<file path="config.mk">
export PLATFORM = sky130hd
export DESIGN_NAME = diag_code_stream_deframer_unit
export DESIGN_NICKNAME = d
export VERILOG_FILES = /design/src/rtl/dcsd_pkg.sv /design/src/rtl/dcsd_cell.sv /design/src/rtl/diag_code_stream_deframer_unit.sv
export SDC_FILE = /design/constraint.sdc
export NUM_CORES = 2
export LEC_CHECK = 0
export ABC_AREA = 1
export BUFFER_PORTS_ARGS = -buffer_cell sky130_fd_sc_hd__buf_2
export CORE_MARGIN = 2
export CORE_UTILIZATION = 54
export DETAILED_ROUTE_END_ITERATION = 7
export PLACE_DENSITY = 0.71
export RECOVER_POWER = 100
export SLEW_MARGIN = 20
export SYNTH_ARGS = -nofsm -noshare
export SYNTH_HDL_FRONTEND = slang
export SYNTH_SLANG_ARGS = --single-unit
</file>
<file path="constraint.sdc">
create_clock -name clock -period 9.5 [get_ports clock]
set_clock_uncertainty 0.2 [all_clocks]
set_input_delay 0 -clock clock [delete_from_list [all_inputs] [get_ports clock]]
set_output_delay 0 -clock clock [all_outputs]
set_load 0.005 [all_outputs]
</file>
<file path="src/rtl/dcsd_pkg.sv">
package dcsd_pkg;

   typedef struct packed {
      logic [7:0]  rx_byte;
      logic [31:0] stamp_us;
   } req_type;

   typedef struct packed {
      logic        kind;
      logic        last;
      logic [7:0]  gear;
      logic [7:0]  code;
      logic [7:0]  check;
      logic        check_ok;
      logic [3:0]  entry_index;
      logic [4:0]  entry_total;
      logic [22:0] update_ms;
      logic [31:0] groups_seen;
      logic [31:0] bad_checks;
   } rsp_type;

   typedef enum logic [2:0] {
      ST_IDLE,
      ST_EVAL,
      ST_COMPARE,
      ST_REPORT,
      ST_EMIT
   } state_type;

   typedef enum logic [1:0] {
      PH_GEAR,
      PH_DATA,
      PH_CHECK
   } phase_type;

   typedef struct packed {
      logic rotate;
      logic clr_found;
      logic commit;
      logic wr_en;
   } cell_ctrl_type;

   typedef struct packed {
      logic hit;
      logic miss;
   } cell_stat_type;

   localparam int CSR_IDX_W  = 1;
   localparam int CSR_DATA_W = 24;

   localparam logic [CSR_IDX_W-1:0] CSR_INTERBYTE_MIN = 1'd0;
   localparam logic [CSR_IDX_W-1:0] CSR_INTERGROUP_GAP = 1'd1;

   localparam logic [19:0] INTERBYTE_MIN_RST  = 20'd2000;
   localparam logic [23:0] INTERGROUP_GAP_RST = 24'd50000;

   localparam logic [7:0] TOP_GEAR  = 8'd6;
   localparam logic [3:0] GEAR_NONE = 4'd15;

   // stamp / 1000 == ((stamp >> 3) * MS_MAGIC) >> MS_SHIFT for all 32-bit stamps
   localparam logic [28:0] MS_MAGIC = 29'd274877907;
   localparam int          MS_SHIFT = 35;
   localparam int          MS_W     = 23;
   localparam int          PROD_W   = 58;

endpackage

</file>
<file path="src/rtl/dcsd_cell.sv">
module dcsd_cell #(
   parameter int N   = 16,
   parameter int IDX = 0,
   localparam int CW = $clog2(N + 1)
) (
   input  logic                    clock,
   input  logic                    reset,
   input  dcsd_pkg::cell_ctrl_type ctrl,
   input  logic [7:0]              probe,
   input  logic [CW-1:0]           wr_idx,
   input  logic [CW-1:0]           step,
   input  logic [CW-1:0]           ccount,
   input  logic [CW-1:0]           scount,
   input  logic [7:0]              s_next,
   output logic [7:0]              s_data,
   output dcsd_pkg::cell_stat_type stat
);
   import dcsd_pkg::*;

   localparam logic [CW:0]   MY_POS = (CW + 1)'(IDX);
   localparam logic [CW:0]   RING_N = (CW + 1)'(N);
   localparam logic [CW-1:0] MY_IDX = CW'(IDX);

   logic [7:0] c_data_ff, c_data_in;
   logic [7:0] s_data_ff, s_data_in;
   logic       found_ff, found_in;
   logic       hit_ff, hit_in;
   logic       c_valid, s_valid;
   logic [CW:0] orig_sum, orig;

   // position of the status entry currently parked in this cell
   always_comb begin
      orig_sum = MY_POS + {1'b0, step};
      orig     = (orig_sum >= RING_N) ? (orig_sum - RING_N) : orig_sum;
      c_valid  = MY_POS < {1'b0, ccount};
      s_valid  = orig < {1'b0, scount};
   end

   always_comb begin
      hit_in = c_valid && (c_data_ff == probe);

      found_in = found_ff;
      if (ctrl.clr_found) begin
         found_in = 1'b0;
      end else if (ctrl.rotate && s_valid && (c_data_ff == s_data_ff)) begin
         found_in = 1'b1;
      end

      s_data_in = s_data_ff;
      if (ctrl.commit) begin
         s_data_in = c_data_ff;
      end else if (ctrl.rotate) begin
         s_data_in = s_next;
      end

      c_data_in = c_data_ff;
      if (ctrl.wr_en && (wr_idx == MY_IDX)) begin
         c_data_in = probe;
      end
   end

   always_ff @(posedge clock) begin
      if (reset) begin
         hit_ff   <= 1'b0;
         found_ff <= 1'b0;
      end else begin
         hit_ff   <= hit_in;
         found_ff <= found_in;
      end
   end

   always_ff @(posedge clock) begin
      c_data_ff <= c_data_in;
      s_data_ff <= s_data_in;
   end

   assign s_data    = s_data_ff;
   assign stat.hit  = hit_ff;
   assign stat.miss = c_valid && !found_ff;

endmodule

</file>
<file path="src/rtl/diag_code_stream_deframer_unit.sv">
// channel  | ports                        | direction | accepted when
// ---------+------------------------------+-----------+-------------------------
// request  | req_valid req_stall req_data | in        | req_valid && !req_stall
// response | rsp_valid rsp_stall rsp_data | out       | rsp_valid && !rsp_stall
// config   | csr_we csr_index csr_wdata   | in        | csr_we
//
// One byte at a time. A byte that finishes no group passes through EVAL and back to IDLE;
// a group that leaves the code cycle open goes on to REPORT and its response beat. A group
// that closes the cycle rotates the status ring through all MAX_CODES cells in COMPARE,
// and a commit rotates it once more in EMIT to emit entries.
// Reset is synchronous; code lists hold no reset value and are read only under counts.
// A stalled response holds the block in its report or emit step.
module diag_code_stream_deframer_unit #(
   parameter int MAX_CODES = 16
) (
   input  logic                                  clock,
   input  logic                                  reset,
   input  logic                                  req_valid,
   output logic                                  req_stall,
   input  dcsd_pkg::req_type                     req_data,
   output logic                                  rsp_valid,
   input  logic                                  rsp_stall,
   output dcsd_pkg::rsp_type                     rsp_data,
   input  logic                                  csr_we,
   input  logic [dcsd_pkg::CSR_IDX_W-1:0]        csr_index,
   input  logic [dcsd_pkg::CSR_DATA_W-1:0]       csr_wdata
);
   import dcsd_pkg::*;

   localparam int          CW      = $clog2(MAX_CODES + 1);
   localparam logic [CW-1:0] N_CNT = CW'(MAX_CODES);

   logic [19:0]  min_ff;
   logic [23:0]  gap_ff;
   state_type    state_ff, state_in;
   req_type      in_ff;
   logic [31:0]  prev_stamp_ff;
   phase_type    phase_ff;
   logic [2:0]   held_gear_ff;
   logic [7:0]   held_data_ff;
   logic [2:0]   cycle_gear_ff;
   logic [CW-1:0] ccount_ff;
   logic [CW-1:0] scount_ff;
   logic [3:0]   status_gear_ff;
   logic [MS_W-1:0] status_time_ff;
   logic [31:0]  groups_ff;
   logic [31:0]  errors_ff;
   logic         ok_ff;
   logic         commit_pend_ff;
   logic [CW-1:0] step_ff;
   logic [PROD_W-1:0] prod_ff;
   logic         rsp_valid_ff;
   rsp_type      rsp_ff;

   logic [31:0]  elapsed;
   logic         window, restart, is_gear, finish, chk_ok;
   phase_type    phase_eff;
   logic [7:0]   sum8;
   logic         any_hit, any_miss, close, differs, step_done, out_free;

   logic         accept_req, do_finish, good_grp, plain_append, start_cmp;
   logic         cmp_run, cmp_end, do_commit, load_report;
   logic         emit_run, emit_vis, load_entry, emit_adv;
   logic         entry_last;
   cell_ctrl_type ctrl;
   logic [CW-1:0] wr_idx;

   logic [MAX_CODES-1:0] hit_vec, miss_vec;
   logic [7:0]           s_ring [MAX_CODES];
   cell_stat_type        stat [MAX_CODES];

   genvar gi;
   generate
      for (gi = 0; gi < MAX_CODES; gi++) begin : g_cell
         dcsd_cell #(
            .N   (MAX_CODES),
            .IDX (gi)
         ) u_cell (
            .clock  (clock),
            .reset  (reset),
            .ctrl   (ctrl),
            .probe  (held_data_ff),
            .wr_idx (wr_idx),
            .step   (step_ff),
            .ccount (ccount_ff),
            .scount (scount_ff),
            .s_next (s_ring[(gi + 1) % MAX_CODES]),
            .s_data (s_ring[gi]),
            .stat   (stat[gi])
         );
         assign hit_vec[gi]  = stat[gi].hit;
         assign miss_vec[gi] = stat[gi].miss;
      end
   endgenerate

   always_comb begin
      elapsed   = in_ff.stamp_us - prev_stamp_ff;
      window    = (elapsed > {12'd0, min_ff}) && (elapsed < {8'd0, gap_ff});
      restart   = (prev_stamp_ff != 32'd0) && (elapsed > {8'd0, gap_ff});
      is_gear   = in_ff.rx_byte <= TOP_GEAR;
      phase_eff = restart ? PH_GEAR : phase_ff;
      finish    = (phase_eff == PH_CHECK) && window;
      sum8      = {5'd0, held_gear_ff} + held_data_ff;
      chk_ok    = in_ff.rx_byte == sum8;
      any_hit   = |hit_vec;
      any_miss  = |miss_vec;
      close     = any_hit || ((ccount_ff != '0) && (held_gear_ff != cycle_gear_ff));
      differs   = ({1'b0, cycle_gear_ff} != status_gear_ff) || (ccount_ff != scount_ff)
                  || any_miss;
      step_done = step_ff == N_CNT;
      out_free  = !rsp_valid_ff || !rsp_stall;
      entry_last = ((CW + 1)'(step_ff) + (CW + 1)'(1)) == {1'b0, scount_ff};
   end

   always_comb begin
      state_in = state_ff;
      unique case (state_ff)
         ST_IDLE: begin
            if (req_valid) state_in = ST_EVAL;
         end
         ST_EVAL: begin
            if (!finish) state_in = ST_IDLE;
            else if (chk_ok && close) state_in = ST_COMPARE;
            else state_in = ST_REPORT;
         end
         ST_COMPARE: begin
            if (step_done) state_in = ST_REPORT;
         end
         ST_REPORT: begin
            if (out_free) state_in = commit_pend_ff ? ST_EMIT : ST_IDLE;
         end
         ST_EMIT: begin
            if (step_done) state_in = ST_IDLE;
         end
         default: state_in = ST_IDLE;
      endcase
   end

   always_comb begin
      accept_req   = (state_ff == ST_IDLE) && req_valid;
      do_finish    = (state_ff == ST_EVAL) && finish;
      good_grp     = do_finish && chk_ok;
      plain_append = good_grp && !close && (ccount_ff < N_CNT);
      start_cmp    = good_grp && close;
      cmp_run      = (state_ff == ST_COMPARE) && !step_done;
      cmp_end      = (state_ff == ST_COMPARE) && step_done;
      do_commit    = cmp_end && differs;
      load_report  = (state_ff == ST_REPORT) && out_free;
      emit_run     = (state_ff == ST_EMIT) && !step_done;
      emit_vis     = emit_run && (step_ff < scount_ff);
      load_entry   = emit_vis && out_free;
      emit_adv     = emit_run && (!emit_vis || out_free);

      ctrl.rotate    = cmp_run || emit_adv;
      ctrl.clr_found = start_cmp;
      ctrl.commit    = do_commit;
      ctrl.wr_en     = plain_append || cmp_end;
      wr_idx         = cmp_end ? '0 : ccount_ff;
   end

   assign req_stall = state_ff != ST_IDLE;

   always_ff @(posedge clock) begin
      if (reset) begin
         min_ff         <= INTERBYTE_MIN_RST;
         gap_ff         <= INTERGROUP_GAP_RST;
         state_ff       <= ST_IDLE;
         prev_stamp_ff  <= 32'd0;
         phase_ff       <= PH_GEAR;
         held_gear_ff   <= 3'd0;
         held_data_ff   <= 8'd0;
         cycle_gear_ff  <= 3'd0;
         ccount_ff      <= '0;
         scount_ff      <= '0;
         status_gear_ff <= GEAR_NONE;
         status_time_ff <= '0;
         groups_ff      <= 32'd0;
         errors_ff      <= 32'd0;
         ok_ff          <= 1'b0;
         commit_pend_ff <= 1'b0;
         step_ff        <= '0;
         rsp_valid_ff   <= 1'b0;
      end else begin
         state_ff <= state_in;

         if (csr_we) begin
            unique case (csr_index)
               CSR_INTERBYTE_MIN:  min_ff <= csr_wdata[19:0];
               CSR_INTERGROUP_GAP: gap_ff <= csr_wdata[23:0];
               default: ;
            endcase
         end

         if (state_ff == ST_EVAL) begin
            prev_stamp_ff <= in_ff.stamp_us;
            case (phase_eff)
               PH_DATA: begin
                  if (window) begin
                     held_data_ff <= in_ff.rx_byte;
                     phase_ff     <= PH_CHECK;
                  end else if (is_gear) begin
                     held_gear_ff <= in_ff.rx_byte[2:0];
                  end else begin
                     phase_ff <= PH_GEAR;
                  end
               end
               PH_CHECK: begin
                  phase_ff <= PH_GEAR;
               end
               default: begin
                  if (is_gear) begin
                     held_gear_ff <= in_ff.rx_byte[2:0];
                     phase_ff     <= PH_DATA;
                  end else begin
                     phase_ff <= PH_GEAR;
                  end
               end
            endcase
         end

         if (do_finish) begin
            groups_ff      <= groups_ff + 32'd1;
            errors_ff      <= errors_ff + {31'd0, !chk_ok};
            ok_ff          <= chk_ok;
            commit_pend_ff <= 1'b0;
         end

         if (good_grp && (ccount_ff == '0)) cycle_gear_ff <= held_gear_ff;
         if (plain_append) ccount_ff <= ccount_ff + CW'(1);

         if (cmp_end) begin
            cycle_gear_ff  <= held_gear_ff;
            ccount_ff      <= CW'(1);
            commit_pend_ff <= differs;
         end
         if (do_commit) begin
            status_gear_ff <= {1'b0, cycle_gear_ff};
            scount_ff      <= ccount_ff;
            status_time_ff <= prod_ff[MS_SHIFT +: MS_W];
         end

         if (start_cmp || load_report) begin
            step_ff <= '0;
         end else if (ctrl.rotate) begin
            step_ff <= step_ff + CW'(1);
         end

         if (load_report || load_entry) begin
            rsp_valid_ff <= 1'b1;
         end else if (rsp_valid_ff && !rsp_stall) begin
            rsp_valid_ff <= 1'b0;
         end
      end
   end

   always_ff @(posedge clock) begin
      if (accept_req) in_ff <= req_data;
      prod_ff <= {29'd0, in_ff.stamp_us[31:3]} * {29'd0, MS_MAGIC};

      if (load_report) begin
         rsp_ff.kind        <= 1'b0;
         rsp_ff.last        <= !commit_pend_ff;
         rsp_ff.gear        <= {5'd0, held_gear_ff};
         rsp_ff.code        <= held_data_ff;
         rsp_ff.check       <= in_ff.rx_byte;
         rsp_ff.check_ok    <= ok_ff;
         rsp_ff.entry_index <= 4'd0;
         rsp_ff.entry_total <= 5'd0;
         rsp_ff.update_ms   <= '0;
         rsp_ff.groups_seen <= groups_ff;
         rsp_ff.bad_checks  <= errors_ff;
      end else if (load_entry) begin
         rsp_ff.kind        <= 1'b1;
         rsp_ff.last        <= entry_last;
         rsp_ff.gear        <= {4'd0, status_gear_ff};
         rsp_ff.code        <= s_ring[0];
         rsp_ff.check       <= 8'd0;
         rsp_ff.check_ok    <= 1'b0;
         rsp_ff.entry_index <= 4'(step_ff);
         rsp_ff.entry_total <= 5'(scount_ff);
         rsp_ff.update_ms   <= status_time_ff;
         rsp_ff.groups_seen <= groups_ff;
         rsp_ff.bad_checks  <= errors_ff;
      end
   end

   assign rsp_valid = rsp_valid_ff;
   assign rsp_data  = rsp_ff;

`ifndef NO_ASSERTIONS
   a_status_count: assert property (@(posedge clock) disable iff (reset)
      (status_gear_ff != GEAR_NONE) |-> (scount_ff != '0))
      else $error("committed status without codes");

   a_commit_restart: assert property (@(posedge clock) disable iff (reset)
      do_commit |=> (ccount_ff == CW'(1)) && (scount_ff != '0))
      else $error("cycle not restarted after commit");

   a_emit_done: assert property (@(posedge clock) disable iff (reset)
      ((state_ff == ST_EMIT) && step_done) |=> (state_ff == ST_IDLE))
      else $error("emit did not end after full ring turn");

   a_eval_after_beat: assert property (@(posedge clock) disable iff (reset)
      (state_ff == ST_EVAL) |-> $past(req_valid && !req_stall))
      else $error("evaluation without request beat");
`endif

endmodule

</file>
# Yosys cells after proc, flatten, opt, wreduce, memory -nomap -nowiden
# Cells that the tools add are included.
# totals
regBits	709
input_bits	70
out_inout_bits	125
wordCells	488
# classes
addsub	37
mul	1
order_cmp	54
eq_ne	65
mux	75
bitwise	2
reduce_logical	156
# ops
cell	count
$eq A8 B8 Y1	33
$mux W8	32
$mux W122	2
$logic_and A1 B1 Y1	101
$lt A6 B5 Y1	16
$mux W6	16
$ge A6 B5 Y1 const B	15
$sub A6 B5 Y6 const B	15
$mul A29 B29 Y58 const B	1
$add A4 B5 Y6 const A	8
$eq A5 B4 Y1 const B	8
$lt A4 B5 Y1 const A	8
$add A32 B1 Y32	1
$add A32 B1 Y32 const B	1
$gt A32 B20 Y1	1
$gt A32 B24 Y1	1
$lt A32 B24 Y1	1
$reduce_bool A32 Y1	1
$reduce_or A16 Y1	2
$sub A32 B32 Y32	1
$mux W3	9
$add A3 B5 Y6 const A	4
$logic_not A1 Y1	23
$eq A5 B3 Y1 const B	4
other kinds (43)	86

# Depth between registers and ports, before layout
# depth
depth_word	12
ltp_mapped	33
mapped_depth_nobuf	33

# Cells and area by module
# Synthesis repeated with hierarchy kept, for this count alone.
# unflattened
cells_unflattened	6055
area_unflattened_um2	50171.9
# by_module_without_submodules
module	instances	cells_each	area_per_inst_um2	seq_area_each_um2
diag_code_stream_deframer_unit	1	3934	32645.1	8978.6
dcsd_cell at g_cell[7].u_cell	1	143	1132.3	520.5
dcsd_cell at g_cell[15].u_cell	1	141	1123.6	520.5
dcsd_cell at g_cell[9].u_cell	1	133	1114.8	520.5
dcsd_cell at g_cell[13].u_cell	1	135	1111.1	520.5
dcsd_cell at g_cell[5].u_cell	1	131	1101.1	520.5
dcsd_cell at g_cell[1].u_cell	1	129	1097.3	520.5
dcsd_cell at g_cell[6].u_cell	1	125	1097.3	520.5
dcsd_cell at g_cell[3].u_cell	1	130	1096.1	520.5
dcsd_cell at g_cell[14].u_cell	1	129	1091.0	520.5
dcsd_cell at g_cell[10].u_cell	1	125	1089.8	520.5
dcsd_cell at g_cell[0].u_cell	1	138	1087.3	520.5
dcsd_cell at g_cell[11].u_cell	1	130	1086.0	520.5
dcsd_cell at g_cell[8].u_cell	1	142	1083.5	520.5
+3 rows	--	--	--	--

# Worst setup path after synthesis
# OpenSTA, ideal clock, no wires.
# synth_path
path_type	register to register
startpoint	register in_ff[23] (netlist bit)
endpoint	register prod_ff[53]
setup_ns	0.072
arrival_time_ns	6.281
t_required_ns	9.228
path_slack_ns	2.947
stages_incl_launch_ff	27
path_buffers	0
period_less_slack_ns	6.553
cell_sequence	edfxtp_1 ha_1 fa_1 fa_1 inv_1 fa_1 inv_1 fa_1 inv_1 fa_1 inv_1 fa_1 inv_1 fa_1 inv_1 ha_1 a21oi_1 inv_1 a21oi_1 a21oi_1 nor2_1 nand3_1 a21o_1 a21boi_0 inv_1 a21oi_1 xnor2_1
# synth_via
elab_chain_cells	1
# synth_lines
item	line_no	rtl
from (decl)	diag_code_stream_deframer_unit.sv:36	req_type in_ff;
from (signal assigned)	diag_code_stream_deframer_unit.sv:257	if (accept_req) in_ff <= req_data;
$mul A29 B29 Y58	diag_code_stream_deframer_unit.sv:258	prod_ff <= {29'd0, in_ff.stamp_us[31:3]} * {29'd0, MS_MAGIC};
to (signal assigned)	diag_code_stream_deframer_unit.sv:258	
to (decl)	diag_code_stream_deframer_unit.sv:51	logic [PROD_W-1:0] prod_ff;
# No other way between the ends.
# A chain may end at the register's enable or synchronous reset.

# Worst setup path in the final report
# layout_path
startpoint	register in_ff[8] (netlist bit)
endpoint	register g_cell[0].u_cell.c_data_ff[7], enable pin
# layout_via
elab_chain_cells	12
word_cells_on_any_way	15
# layout_lines
item	line_no	rtl
$sub A32 B32 Y32 *	diag_code_stream_deframer_unit.sv:97	elapsed = in_ff.stamp_us - prev_stamp_ff;
$gt A32 B24 Y1	diag_code_stream_deframer_unit.sv:99	restart = (prev_stamp_ff != 32'd0) && (elapsed > {8'd0, gap_ff});
$logic_and A1 B1 Y1	diag_code_stream_deframer_unit.sv:99	
$mux W2	diag_code_stream_deframer_unit.sv:101	phase_eff = restart ? PH_GEAR : phase_ff;
$eq A2 B2 Y1	diag_code_stream_deframer_unit.sv:102	finish = (phase_eff == PH_CHECK) && window;
$logic_and A1 B1 Y1 *	diag_code_stream_deframer_unit.sv:102	
$logic_and A1 B1 Y1 *	diag_code_stream_deframer_unit.sv:141	do_finish = (state_ff == ST_EVAL) && finish;
$logic_and A1 B1 Y1 *	diag_code_stream_deframer_unit.sv:142	good_grp = do_finish && chk_ok;
$logic_and A1 B1 Y1 * (2 in series)	diag_code_stream_deframer_unit.sv:143	plain_append = good_grp && !close && (ccount_ff < N_CNT);
$logic_or A1 B1 Y1 *	diag_code_stream_deframer_unit.sv:157	ctrl.wr_en = plain_append || cmp_end;
$logic_and A1 B1 Y1 *	dcsd_cell.sv:57	if (ctrl.wr_en && (wr_idx == MY_IDX)) begin
to (signal assigned)	dcsd_cell.sv:73	c_data_ff <= c_data_in;
to (decl)	dcsd_cell.sv:24	logic [7:0] c_data_ff, c_data_in;
# Mark *: on every way between the ends. The rest lies on a longest branch, timed or not.

==> flow_metrics.tcl <==
set metrics [dict create \
    top_level_ports 195 \
    max-cap-violations 19 \
    dp.final_hpwl_mm 104 \
    fillCellCount 7479 \
    ys_types 60 \
    power.internal_mw 9.43 \
    grt_pass1_vias 37700 \
    drt_drc_violations_left 0 \
    io_buffer_count 190 \
    report.final.hold_viol_count 0 \
    die-area_mm2 0.0897 \
    globalplace.congestion 1.01 \
    ys_seq_area_frac 0.367 \
    finalWirelength_mm 139 \
    tritoncts "built" \
    num_rows 108 \
    drt_first_pass_iters 6 \
    clock_latency_on_the_worst_skew_pair_ps 670 \
    violations "capacitance limit, slew limit" \
    grt_max_degree 112 \
    detailroute.wirelength.met3_mm 9.11 \
    power.share.clock 0.155 \
    tightest_slew_ps 3780 \
    post-route-period-util 0.839 \
    regToRegEndpoint "g_cell[0].u_cell.c_data_ff[7]$_DFFE_PP_" \
    detail_route.iter0.violations 2976 \
    syn_to_final_growth_pct 12.0 \
    cpMostUsedCell "sky130_fd_sc_hd__nand2_1" \
    synthesized_instance_count 5341 \
    detail-route-antenna-nets 0 \
    share_of_cells_above_drive_strength_1 0.0492 \
    grt.overflow.total 0 \
    slew_headroom -1.52 \
    comb_power_share 0.670 \
    cpPeakStageDelay_ps 1030 \
    avgRoutedWirePerCell_um 20.2 \
    initial_antenna_violation_count 2 \
    r2r_slack_ps 1530 \
    power.share.sequential 0.175 \
    cts_post_setup_buffers_inserted 0 \
    synth-seq-cells 674 \
    min_path_cells 4 \
    h-tree-depth 3 \
    pwr_cell_area_mw_per_mm2 356 \
    async_reset_ff_frac 0 \
    hold_end "gap_ff[10]$_SDFFE_PP0P_" \
    crit_fanout 12 \
    setup.worst_path.start_class "register" \
    swShare 0.498 \
    critPathSlowestCell "sky130_fd_sc_hd__o21ai_0" \
    path_type_of_the_worst_setup_path "register to register" \
    setup_tns_ps 0 \
    top_layer_used "met4" \
    post-route-min-period_ps 7970 \
    grt_usage 0.308 \
    required_worst_endpoint_ps 9560 \
    clockRootBuffer "sky130_fd_sc_hd__clkbuf_16" \
    core-area_mm2 0.0866 \
    met2WireLength_mm 65.7 \
    timing_max_transition_violations_final 1046 \
    finalSetupViolations 0 \
    p_sw_mw 9.35 \
    floorplan.initialDensity 0.544 \
    cp-end-kind "register" \
    p_leak_nw 24.2 \
    r2r_cells 28 \
    rsz0062_at_grt "false" \
    fmax_ghz 0.125 \
    mappedNetlistArea_mm2 0.0471 \
    ys_warn_count 0 \
    nNetsFinal 6500 \
    peak_supply_drop_mv 0.628 \
    die_height_um 299 \
    synth_edf_count 381 \
    tritoncts_num_sinks 674 \
    crit_arrival_ps 8040 \
    hp-start "csr_wdata[10]" \
    floorplan.die.width_um 299 \
    cts_buffers 76 \
    grt_first_pass_wirelength_mm 214 \
    result_of_the_run "finished, violations left" \
    hold_class "primary input to register" \
    synth_area_per_cell_um2 8.83 \
    vias 38100 \
    drt-met1-wl_mm 57.2 \
    yosys_most_used_dff "sky130_fd_sc_hd__edfxtp_1" \
    cts_resized 0 \
    vias_per_cell 5.55 \
    design_power_total_mw 18.8 \
    clkTransAtPathRegs_ps 60 \
    cts-root-to-sink-buffers 3 \
    critical_path.reg2reg.startpoint "in_ff[8]$_DFFE_PP_" \
]
[cell type report]
| cell class | instances | area (um^2) | share of cell area |
|---|---|---|---|
| sequential | 674 | 17300 | 0.328 |
| antenna | 1 | 2.50 | 0.0000474 |
| multi-input combinational | 3467 | 25200 | 0.478 |
| inverter | 1071 | 4020 | 0.0761 |
| clock inverter | 37 | 369 | 0.00699 |
| timing repair buffer | 356 | 2330 | 0.0442 |
| tap | 1155 | 1450 | 0.0274 |
| clock buffer | 105 | 2110 | 0.0399 |
[critical path: cells and delay by family, from the launching register on]
kind / cells / cell delay [ps]
simple gates: 14 / 2880
compound gates: 3 / 1530
buf+inv: 7 / 1110
fa+ha+maj: 3 / 850
flops: 1 / 810
xor+xnor: 1 / 200
[through the flow]
step           hold WS, ps  std cells   util  worst slack [ps]  cell area [um^2]
6_report              36.3       6866  0.610              1530             52800
5_1_grt               27.8       6865  0.610              1130             52800
4_1_cts               2.99       6864  0.613              2240             53100
3_5_place_dp         -21.9       6593  0.569              2270             49300
3_3_place_gp         -23.6       6593  0.569              2360             49300
2_1_floorplan         -101       5344      -              2950             47200
[power by group through the flow]
| stage | Sequential, mW | Combinational, mW | Clock [mW] |
|---|---|---|---|
| final | 3.28 | 12.6 | 2.91 |
| after global routing | 3.29 | 14.4 | 3.06 |
| after CTS | 3.28 | 12.5 | 2.94 |
| after detailed placement | 3.34 | 12.3 | 0 |
| after global placement | 3.34 | 12.2 | 0 |
| after floorplan | 3.31 | 9.15 | 0 |
[Yosys cell counts, drive strengths merged (20+ instances only)]
cell type     n  area share
nor4         44      0.0058
edfxtp      381        0.24
clkbuf       96      0.0076
fa          267        0.11
a21oi       269       0.029
nor2        525       0.043
nand2       771       0.062
dfxtp       293        0.12
o22ai        68      0.0090
a211oi       33      0.0053
a221oi       31      0.0058
nand3       104       0.011
a2111oi      20      0.0037
a31oi        42      0.0056
o211ai       22      0.0035
inv        1063       0.085
nand4        51      0.0075
xnor2        56       0.010
xor2        110       0.020
nor3         55      0.0059
buf          36      0.0041
o21ai       378       0.040
ha          517        0.14
[placed cells by master, fill, tap and decap left out, drive strengths merged, types with 42 or more instances in the layout]
| cell type | synthesis | layout |
|---|---|---|
| a31oi | 42 | 42 |
| dlygate4sd3 | 0 | 130 |
| o21ai | 378 | 378 |
| edfxtp | 381 | 381 |
| o22ai | 68 | 68 |
| nor2 | 525 | 525 |
| dfxtp | 293 | 293 |
| nor4 | 44 | 44 |
| nand3 | 104 | 104 |
| buf | 36 | 117 |
| nor3 | 55 | 55 |
| fa | 267 | 267 |
| ha | 517 | 517 |
| xor2 | 110 | 110 |
| inv | 1063 | 1070 |
| nand2 | 771 | 771 |
| a21oi | 269 | 269 |
| nand4 | 51 | 51 |
| clkbuf | 96 | 214 |
| xnor2 | 56 | 56 |
[flip-flops by register name, summed over array words and instances, names as in the netlist, 8 cells and up]
name,count
rsp_data,119
groups_ff,32
g_cell.u_cell.c_data_ff,128
held_data_ff,8
in_ff,40
min_ff,20
errors_ff,32
g_cell.u_cell.s_data,128
gap_ff,24
g_cell.u_cell.found_ff,16
g_cell.u_cell.hit_ff,16
prev_stamp_ff,32
status_time_ff,23
prod_ff,23
[kinds of logic (layout without fill, tap and decap cells)]
family | after synthesis | count (layout) | share of synthesized area
simple gates | 1577 | 1577 | 0.140
buf+inv | 1203 | 1569 | 0.0970
compound gates | 935 | 935 | 0.114
fa+ha+maj | 784 | 784 | 0.251
flops | 674 | 674 | 0.367
xor+xnor | 166 | 166 | 0.0308
other cells | 1 | 5 | 0.0000795
mux | 1 | 1 | 0.000239
[routing by layer]
layer | global-route usage | vias up
met4 | 0.142 | 0
met3 | 0.0420 | 331
met1 | 0.396 | 18200
met5 | 0 | -
met2 | 0.517 | 1398
li1 | - | 18100
[worst max path at each step]
| stage | end | depth (start not counted) | startpoint | slack (ps) |
|---|---|---|---|---|
| finish | g_cell[0].u_cell.c_data_ff[7]$_DFFE_PP_ | 28 | in_ff[8]$_DFFE_PP_ | 1530 |
| global route | g_cell[0].u_cell.c_data_ff[5]$_DFFE_PP_ | 28 | in_ff[3]$_DFFE_PP_ | 1130 |
| floorplan | prod_ff[53]$_DFF_P_ | 26 | in_ff[23]$_DFFE_PP_ | 2950 |
| global placement | prod_ff[55]$_DFF_P_ | 23 | in_ff[12]$_DFFE_PP_ | 2360 |
| CTS | prod_ff[53]$_DFF_P_ | 26 | in_ff[11]$_DFFE_PP_ | 2240 |
| detailed placement | prod_ff[53]$_DFF_P_ | 26 | in_ff[11]$_DFFE_PP_ | 2270 |
[repair_timing]
item,4_1_cts,5_1_grt
setup endpoints to repair,0,0
endpoints found under the hold margin,203,12
hold buffers,129,1
Note: power is estimated with default switching activity, not from simulation.
